<file path="src/rtl/swrl_pkg.sv">
package swrl_pkg;

	localparam int WIN_W      = 31;
	localparam int LIMIT_W    = 9;
	localparam int DROP_W     = 32;
	localparam int CFG_IDX_W  = 8;
	localparam int CFG_DATA_W = 32;

	localparam logic [WIN_W-1:0]   WINDOW_RESET = 31'd1000000;
	localparam logic [LIMIT_W-1:0] LIMIT_RESET  = 9'd200;

	localparam logic [CFG_IDX_W-1:0] REG_WINDOW_TICKS   = 8'd0;
	localparam logic [CFG_IDX_W-1:0] REG_MAX_PER_WINDOW = 8'd1;

	typedef struct packed {
		logic load_now;
		logic rd_head;
		logic pop;
		logic push;
		logic drop;
	} swrl_cmd_t;

	typedef struct packed {
		logic empty;
		logic expired;
		logic full;
	} swrl_sts_t;

endpackage

</file>
<file path="src/rtl/swrl_ctrl.sv">
module swrl_ctrl (
	input  logic                clk,
	input  logic                arst_n,
	input  logic                req_valid,
	output logic                req_stall,
	output logic                res_valid,
	input  logic                res_stall,
	input  swrl_pkg::swrl_sts_t sts,
	output swrl_pkg::swrl_cmd_t cmd
);

	typedef enum logic [1:0] {
		S_IDLE,
		S_READ,
		S_CHECK
	} state_t;

	state_t state_q;
	logic   res_valid_q;
	logic   slot_free;
	logic   do_pop;
	logic   decide;

	assign slot_free = !res_valid_q || !res_stall;
	assign do_pop    = (state_q == S_CHECK) && !sts.empty && sts.expired;
	assign decide    = (state_q == S_CHECK) && !do_pop && slot_free;

	assign req_stall = (state_q != S_IDLE);
	assign res_valid = res_valid_q;

	always_comb begin
		cmd          = '0;
		cmd.load_now = (state_q == S_IDLE) && req_valid;
		cmd.rd_head  = (state_q == S_READ);
		cmd.pop      = do_pop;
		cmd.push     = decide && !sts.full;
		cmd.drop     = decide && sts.full;
	end

	always_ff @(posedge clk or negedge arst_n) begin
		if (!arst_n) begin
			state_q     <= S_IDLE;
			res_valid_q <= 1'b0;
		end else begin
			if (decide) begin
				res_valid_q <= 1'b1;
			end else if (res_valid_q && !res_stall) begin
				res_valid_q <= 1'b0;
			end
			case (state_q)
				S_IDLE: begin
					if (req_valid) begin
						state_q <= S_READ;
					end
				end
				S_READ: begin
					state_q <= S_CHECK;
				end
				S_CHECK: begin
					// Each expired head entry costs one pop and one fresh head read.
					if (do_pop) begin
						state_q <= S_READ;
					end else if (slot_free) begin
						state_q <= S_IDLE;
					end
				end
				default: begin
					state_q <= S_IDLE;
				end
			endcase
		end
	end

endmodule

</file>
<file path="config.mk">
export PLATFORM = sky130hd
export DESIGN_NAME = swrl_ctrl
export DESIGN_NICKNAME = d
export VERILOG_FILES = /design/src/rtl/swrl_pkg.sv /design/src/rtl/swrl_ctrl.sv
export SDC_FILE = /design/constraint.sdc
export NUM_CORES = 1
export LEC_CHECK = 0
export BUFFER_PORTS_ARGS = -buffer_cell sky130_fd_sc_hd__buf_2
export CORE_AREA = 2 2 39 41
export CTS_BUF_LIST = sky130_fd_sc_hd__clkbuf_16
export DETAILED_ROUTE_END_ITERATION = 10
export DIE_AREA = 0 0 41 43
export MAX_ROUTING_LAYER = met4
export PLACE_DENSITY = 0.47
export SYNTH_ARGS = -nofsm -noshare
export SYNTH_HDL_FRONTEND = slang
export SYNTH_SLANG_ARGS = --single-unit
</file>
<file path="constraint.sdc">
create_clock -name clk -period 2.7 [get_ports clk]
set_input_delay 0.405 -clock clk [delete_from_list [all_inputs] [get_ports clk]]
set_output_delay 0.405 -clock clk [all_outputs]
set_load 0.02 [all_outputs]
</file>
==> results of run 1 <==
[cells by family after synthesis]
| logic type | after synthesis | synth area share |
|---|---|---|
| buf+inv | 3 | 0.07232 |
| simple gates | 10 | 0.5060 |
| flops | 3 | 0.3614 |
| compound gates | 2 | 0.06023 |
[critical path, cell delays in order, from the launching register on]
cell and delay [ns]:
dfrtp_1 0.43, nand2b_4 0.18, nor4b_2 0.23, buf_2 0.19
[state kept, by name, summed over array words and instances (netlist names)]
| name | cells |
|---|---|
| state_q | 2 |
| res_valid | 1 |
[worst max path at each step]
stage / slack, ns / cells after the start / endpoint / from
2_1_floorplan: 1.21 / 2 / cmd[0] / state_q[0]$_DFFE_PN0P_
3_3_place_gp: 1.19 / 4 / cmd[0] / sts[2]
3_5_place_dp: 1.21 / 4 / cmd[0] / sts[1]
4_1_cts: 1.02 / 3 / cmd[0] / state_q[0]$_DFFE_PN0P_
5_1_grt: 0.96 / 3 / cmd[1] / state_q[0]$_DFFE_PN0P_
6_report: 1.04 / 3 / cmd[1] / state_q[0]$_DFFE_PN0P_
[cell type report]
cell class	count	area, um^2
clock buffer	3	75.07
multi-input combinational	12	117.6
sequential	3	75.07
tap	16	20.02
clock inverter	1	3.754
fill	145	1010
inverter	2	7.507
timing repair buffer	14	75.07
[per-stage QoR]
stage	cell area, um^2	std cells	util	setup WS [ns]	hold slack [ns]
6_report	374.1	51	0.2703	1.038	0.4699
5_1_grt	374.1	51	0.2703	0.9628	0.5121
2_1_floorplan	207.7	18	-	1.215	0.1094
3_3_place_gp	285.3	46	0.2061	1.195	0.2046
4_1_cts	374.1	51	0.2703	1.018	0.4744
3_5_place_dp	285.3	46	0.2061	1.208	0.2065
[report_power, final]
| part | switching (uW) | internal, uW |
|---|---|---|
| sequential | 25.3 | 65.7 |
| combinational | 89.4 | 73.0 |
| clock | 40.4 | 191 |
[cells in the mapped netlist]
master,n
o31ai_1,1
dfrtp_1,3
nor2b_1,1
or2_1,2
nor4b_2,2
nor4bb_4,1
nand2b_1,1
nand2b_4,1
nor3b_1,1
o21ai_1,1
inv_1,2
nand2_1,1
buf_4,1
[routing by layer]
layer / GRT usage / share of wire
met1: 0.07468 / 0.51
met2: 0.06875 / 0.35
met3: 0.04712 / 0.14
met4: 0.08000 / 0
met5: - / 0
[cells in the final DEF, fill, tap and decap left out]
| master | synthesis | routed |
|---|---|---|
| clkbuf_16 | 0 | 3 |
| nor3b_1 | 1 | 1 |
| dlygate4sd3_1 | 0 | 1 |
| nand2b_1 | 1 | 1 |
| inv_1 | 2 | 3 |
| nand2b_4 | 1 | 1 |
| dfrtp_1 | 3 | 3 |
| or2_1 | 2 | 2 |
| o31ai_1 | 1 | 1 |
| nand2_1 | 1 | 1 |
| buf_2 | 0 | 13 |
| o21ai_1 | 1 | 1 |
| nor4b_2 | 2 | 2 |
| nor2b_1 | 1 | 1 |
| nor4bb_4 | 1 | 1 |
[timing repair]
action | 4_1_cts | 5_1_grt
hold endpoints to repair | 3 | 0
gates resized for setup | 0 | 0
hold buffers | 1 | 0
==> results.json, run 1 <==
{
  "critical_path_required_ns": 2.30,
  "slew_violations": 0,
  "viasPerCell": 3.627,
  "ff2ff_setup_slack_ns": 1.76,
  "drive_gt1_frac": 0.5714,
  "syn_nets": 25,
  "power_density_mw_per_mm2": 1296,
  "r2r_start": "state_q[1]$_DFFE_PN0P_",
  "finalSetupViolations": 0,
  "final.setup_skew_ns": 0.001066,
  "syn2layout_area_growth_pct": 80.12,
  "post-route-min-period_ns": 1.662,
  "grt_pass1_wl_um": 683,
  "cts_sinks": 3,
  "track_usage": 0.06811,
  "dp_hpwl_um": 358.2,
  "worstSetupEndpointType": "output pin",
  "drt_first_pass_iters": 2,
  "maxCapViolCount": 0,
  "drtIter0Drc": 4,
  "synth-seq-cells": 3,
  "hold_class": "in2reg",
  "grt_pass1_vias": 170,
  "worstHoldStart": "res_stall",
  "min_path_cells": 3,
  "antenna_cells": 0,
  "final_hold_viol_count": 0,
  "worstPathArrival_ns": 1.26,
  "worstSetupStartpointType": "register",
  "timing.rr.end": "state_q[0]$_DFFE_PN0P_",
  "start_util": 0.1501,
  "clkLatencyLatePin_ns": 0.22,
  "finalPower_uw": 484.7,
  "clock_path_buffers": 2,
  "yosysTopAreaCellShare": 0.3614,
  "grt_max_degree": 6,
  "cts_root_buf": "clkbuf_16",
  "core_mm2": 0.001384,
  "ios": 14,
  "synth.avg_cell_area_um2": 11.54,
  "max_freq_mhz": 601.8,
  "relSlewSlack": 0.7615,
  "drtAntennaViolNets": 0,
  "worst_pin_slew_ns": 0.3570,
  "num_rows": 14,
  "rr_worst_depth": 2,
  "ir_worst_vdd_uv": 365.8,
  "globalplace.congestion": 0.6472,
  "outcome": "complete, no violations",
  "critPathKind": "reg2out",
  "yosysUniqueCellTypes": 13,
  "synth_area_leaders": "dfrtp_1 36%, nor4b_2 14%, nor4bb_4 12%",
  "period_share": 0.6155,
  "die_h_um": 43,
  "synth_seq_area_share": 0.3614,
  "vias": 185,
  "cts_buffers": 3,
  "path_clk_slew_ns": 0.03,
  "yosys.area.top_type": "dfrtp_1",
  "syn_area_um2": 207.7,
  "post_drt_wl_per_cell_um": 9.157,
  "nNetsFinal": 43,
  "cts_tree": "built",
  "cts_setup_buffers": 0,
  "leakage_uw": 0.0001953,
  "htreeDepth": 1,
  "drt-total-wl_um": 467,
  "postSynthCellCount": 18,
  "dieArea_mm2": 0.001763,
  "remaining_drc_errors": 0,
  "hold_end": "res_valid$_DFFE_PN0P_",
  "port_buffers": 13,
  "rsz0062_at_grt": "no",
  "path_max_fanout": 5,
  "dieWidth_um": 41,
  "yosys_warnings": 0,
  "grt.overflow.total": 0,
  "setup_tns_ns": 0,
  "grt_antenna_before_repair": 0
}
Note: power is estimated with default switching activity, not from simulation.
==> run 2: changes to the inputs <==
Settings changed: PLACE_DENSITY 0.47 to 0.48.
Clock period 2.7 ns to 1.4 ns, I/O delays scaled along.
==> results.json, run 2 (synthesis gave the netlist of run 1 again) <==
{
  "whs_ns": 0.2653,
  "grt_pass1_wl_um": 738,
  "rsz0062_at_grt": "yes",
  "port_buffers": 13,
  "max_stage_delay_ns": 0.36,
  "die_h_um": 43,
  "cts_sinks": 3,
  "slowest_stage": "dfrtp_1",
  "worst_pin_slew_ns": 0.4621,
  "period_share": 0.9957,
  "hold_class": "in2reg",
  "htreeDepth": 1,
  "drtIter0Drc": 2,
  "final.setup_skew_ns": 0.001963,
  "num_rows": 14,
  "relSlewSlack": 0.6913,
  "nNetsFinal": 44,
  "drt_first_pass_iters": 2,
  "syn2layout_area_growth_pct": 92.17,
  "drt-total-wl_um": 468,
  "regMostFlops": "state_q",
  "outcome": "complete, no violations",
  "start_util": 0.1501,
  "cts_buffers": 3,
  "final_common_cell": "buf_2",
  "stdcell_count": 52,
  "grt.overflow.total": 0,
  "slew_violations": 0,
  "drive_gt1_frac": 0.6111,
  "path_max_fanout": 4,
  "post-route-min-period_ns": 1.394,
  "dieArea_mm2": 0.001763,
  "worstSetupEndpointType": "output pin",
  "finalPower_uw": 973.7,
  "path_clk_slew_ns": 0.03,
  "worstSetupStartpointType": "register",
  "cp_common_cell": "buf_4",
  "globalplace.congestion": 0.5790,
  "worstPathArrival_ns": 1.18,
  "dieWidth_um": 41,
  "maxCapViolCount": 0,
  "ios": 14,
  "ir_worst_vdd_uv": 526.6,
  "cts_tree": "built",
  "vias": 192,
  "final_cell_mix": "10 x buf_2, 4 x buf_4, 3 x inv_1, 3 x clkbuf_16",
  "grt_max_degree": 6,
  "viasPerCell": 3.692,
  "antenna_cells": 0,
  "remaining_drc_errors": 0,
  "cp_cell_sequence": "buf_4, nor4bb_4, buf_4",
  "critical_path_required_ns": 1.19,
  "largest_reg_flops": 2,
  "clock_path_buffers": 2,
  "dp_hpwl_um": 356.4,
  "cts_root_buf": "clkbuf_16",
  "grt_pass1_vias": 182,
  "dp_cells": 46,
  "critPathKind": "reg2out",
  "leakage_uw": 0.0002064,
  "clkLatencyLatePin_ns": 0.22,
  "post_drt_wl_per_cell_um": 9.000,
  "grt_antenna_before_repair": 0,
  "core_mm2": 0.001384,
  "max_freq_mhz": 717.4,
  "track_usage": 0.07224,
  "drtAntennaViolNets": 0,
  "power_density_mw_per_mm2": 2439,
  "finalSetupViolations": 0,
  "final_hold_viol_count": 0
}
## run 2: changes by cell type in the layout (fill, tap and decap cells not counted), sizes merged
| cell | delta |
|---|---|
| buf | +1 |
## run 2: final cells by class
type	instances	area, um^2
multi-input combinational	12	126.4
tap	16	20.02
timing repair buffer	15	90.09
inverter	2	7.507
fill	158	984.7
clock inverter	1	3.754
clock buffer	3	75.07
sequential	3	76.32
## run 2: power by group
group	internal, uW	total, uW	switching (uW)
combinational	172	368	196
clock	368	440	72.6
sequential	130	165	35.9
## run 2: worst paths after layout
check | start | to | slack [ns] | cells after the start
worst max-delay path | state_q[0]$_DFFE_PN0P_ | cmd[2] | 0.006 | 3
worst min-delay path | res_stall | res_valid$_DFFE_PN0P_ | 0.27 | 3
worst max register to register | state_q[0]$_DFFE_PN0P_ | state_q[0]$_DFFE_PN0P_ | 0.41 | 3
worst min register to register | res_valid$_DFFE_PN0P_ | res_valid$_DFFE_PN0P_ | 0.55 | 2
max in group asynchronous | arst_n | state_q[1]$_DFFE_PN0P_ | 0.97 | 2
min in group asynchronous | arst_n | res_valid$_DFFE_PN0P_ | 0.31 | 2
## run 2: timing repair
item	4_1_cts	5_1_grt
setup buffers	1	0
setup endpoints to repair	2	4
cloned	0	0
hold buffers	1	0
resized for setup	1	4
hold endpoints to repair	3	0
## run 2: metrics by stage
stage / setup slack, ns / utilization / TNS (ns) / instance area, um^2
2_1_floorplan: 0.1098 / - / 0 / 207.7
3_3_place_gp: 0.1423 / 0.2061 / 0 / 285.3
4_1_cts: -0.01095 / 0.2776 / -0.01449 / 384.1
5_1_grt: -0.05846 / 0.2884 / -0.1759 / 399.1
3_5_place_dp: 0.1547 / 0.2061 / 0 / 285.3
6_report: 0.006052 / 0.2884 / 0 / 399.1
## run 2: per-layer routing
layer | track usage | share of wire | up-vias
li1 | - | - | 97
met1 | 0.08117 | 0.46 | 81
met2 | 0.07500 | 0.36 | 12
met3 | 0.06283 | 0.14 | 2
met4 | 0.06000 | 0.030 | 0
met5 | - | 0 | -
## run 2: worst max-delay path, delay by kind of cell, from the launching register on
family,cells,cell delay (ns)
flip-flops,1,0.36
buffers and inverters,2,0.33
AND/OR/NAND/NOR,1,0.27
==> run 3: changes to the inputs <==
Settings changed: PLACE_DENSITY 0.48 to not set, SKIP_LAST_GASP set to 1.
Clock period 1.4 ns to 1.42 ns, I/O delays scaled along.
==> results.json, run 3 (synthesis gave the netlist of run 1 again) <==
{
  "r2r_start": "state_q[0]$_DFFE_PN0P_",
  "cts_sinks": 3,
  "vias": 199,
  "relSlewSlack": 0.7256,
  "start_util": 0.1501,
  "wl_met2_um": 250,
  "viasPerCell": 3.755,
  "final_common_cell": "buf_2",
  "slowest_stage": "dfrtp_1",
  "fillerInstances": 149,
  "dieArea_mm2": 0.001763,
  "slew_violations": 0,
  "final.setup_skew_ns": 0.003036,
  "remaining_drc_errors": 0,
  "worst_pin_slew_ns": 0.4107,
  "drive_gt1_frac": 0.6216,
  "post-place-ws_ns": 0.2122,
  "worstSetupStartpointType": "register",
  "timing.final.ws_setup_ns": 0.008580,
  "design_area_um2": 406.6,
  "drtAntennaViolNets": 0,
  "cts_tree": "built",
  "crit_start": "state_q[0]$_DFFE_PN0P_",
  "core_mm2": 0.001384,
  "wl_met3_um": 37,
  "cts_root_buf": "clkbuf_16",
  "placed_area_um2": 292.8,
  "power_density_mw_per_mm2": 2426,
  "setup_tns_ns": 0,
  "max_freq_mhz": 708.5,
  "clkLatencyLatePin_ns": 0.23,
  "antenna_cells": 0,
  "nNetsFinal": 45,
  "critPathTopFamily": "flip-flops",
  "die_h_um": 43,
  "topRoutingLayerUsed": "met4",
  "cp_common_cell": "buf_4",
  "final_cell_mix": "10 x buf_2, 5 x buf_4, 3 x inv_1, 3 x clkbuf_16",
  "path_max_fanout": 4,
  "final_hold_viol_count": 0,
  "globalplace.congestion": 0.6863,
  "num_rows": 14,
  "syn2layout_area_growth_pct": 95.78,
  "max_stage_delay_ns": 0.36,
  "ir_worst_vdd_uv": 404.1,
  "largest_reg_flops": 2,
  "path_clk_slew_ns": 0.03,
  "maxCapViolCount": 0,
  "crit_buf_inv": 2,
  "grt_pass1_wl_um": 848,
  "grt_max_degree": 6,
  "htreeDepth": 1,
  "track_usage": 0.08857,
  "finalSetupViolations": 0,
  "worstSetupEndpointType": "output pin",
  "hold_class": "in2reg",
  "finalPower_uw": 986.4,
  "regMostFlops": "state_q",
  "port_buffers": 13,
  "drt_first_pass_iters": 1,
  "worstHoldStart": "res_stall",
  "drt-total-wl_um": 526,
  "drtIter0Drc": 0,
  "grt_antenna_before_repair": 0,
  "worstPathArrival_ns": 1.20,
  "period_share": 0.9940,
  "dieWidth_um": 41,
  "clock_path_buffers": 2,
  "rsz0062_at_grt": "yes",
  "critical_path_required_ns": 1.21,
  "leakage_uw": 0.0002103,
  "critPathKind": "reg2out",
  "post-route-min-period_ns": 1.411,
  "ios": 14,
  "grt.overflow.total": 0,
  "m1WireLength_um": 196,
  "grt_pass1_vias": 203,
  "post_drt_wl_per_cell_um": 9.925,
  "cts_buffers": 3,
  "outcome": "complete, no violations",
  "cp_cell_sequence": "buf_4, nor4bb_4, buf_4"
}
-- run 3: changes by cell type in the layout (fill, tap and decap cells not counted) --
cell   previous run  this run
buf_4             4         5
-- run 3: through the flow --
stage | hold slack [ns] | instances | utilization
2_1_floorplan | -0.08259 | 18 | -
3_3_place_gp | 0.01025 | 47 | 0.2116
3_5_place_dp | 0.01091 | 47 | 0.2116
4_1_cts | 0.2872 | 52 | 0.2866
5_1_grt | 0.3235 | 53 | 0.2939
6_report | 0.2746 | 53 | 0.2939
-- run 3: final cells by class --
| cell class | count | area (um^2) | share of cell area |
|---|---|---|---|
| Timing Repair Buffer | 16 | 97.59 | 0.2400 |
| Multi-Input combinational cell | 12 | 126.4 | 0.3108 |
| Clock inverter | 1 | 3.754 | 0.009231 |
| Inverter | 2 | 7.507 | 0.01846 |
| Tap cell | 16 | 20.02 | 0.04923 |
| Sequential cell | 3 | 76.32 | 0.1877 |
| Clock buffer | 3 | 75.07 | 0.1846 |
-- run 3: worst paths after layout --
check                      slack (ns)                     end  cells past startpoint
hold reg to reg                  0.54   res_valid$_DFFE_PN0P_                      2
hold / removal                   0.27   res_valid$_DFFE_PN0P_                      3
setup / recovery                0.009                  cmd[2]                      3
max in group asynchronous        1.00  state_q[1]$_DFFE_PN0P_                      2
setup reg to reg                 0.42  state_q[1]$_DFFE_PN0P_                      3
min in group asynchronous        0.31  state_q[1]$_DFFE_PN0P_                      2
-- run 3: power breakdown --
group / internal [uW] / leakage (uW) / switching [uW]
Clock: 364 / 0.0000423 / 81.9
Combinational: 181 / 0.000131 / 195
Sequential: 128 / 0.0000373 / 36.4
Total: 673 / 0.000210 / 314
-- run 3: worst min-delay path: stages --
cell and delay, ns:
buf_2 0.07, nand2_1 0.08, o21ai_1 0.08
-- run 3: what timing repair did --
item / in CTS / in global routing
hold buffers: 1 / 0
setup endpoints to repair: 2 / 4
gates resized for setup: 4 / 1
cloned: 0 / 0
endpoints found under the hold margin: 3 / 0
pin swaps: 0 / 0
setup buffers: 0 / 1
-- run 3: layer usage --
| metal | global-route usage | up-vias |
|---|---|---|
| li1 | - | 99 |
| met5 | - | - |
| met1 | 0.07742 | 85 |
| met3 | 0.01571 | 4 |
| met4 | 0.1600 | 0 |
| met2 | 0.1094 | 11 |
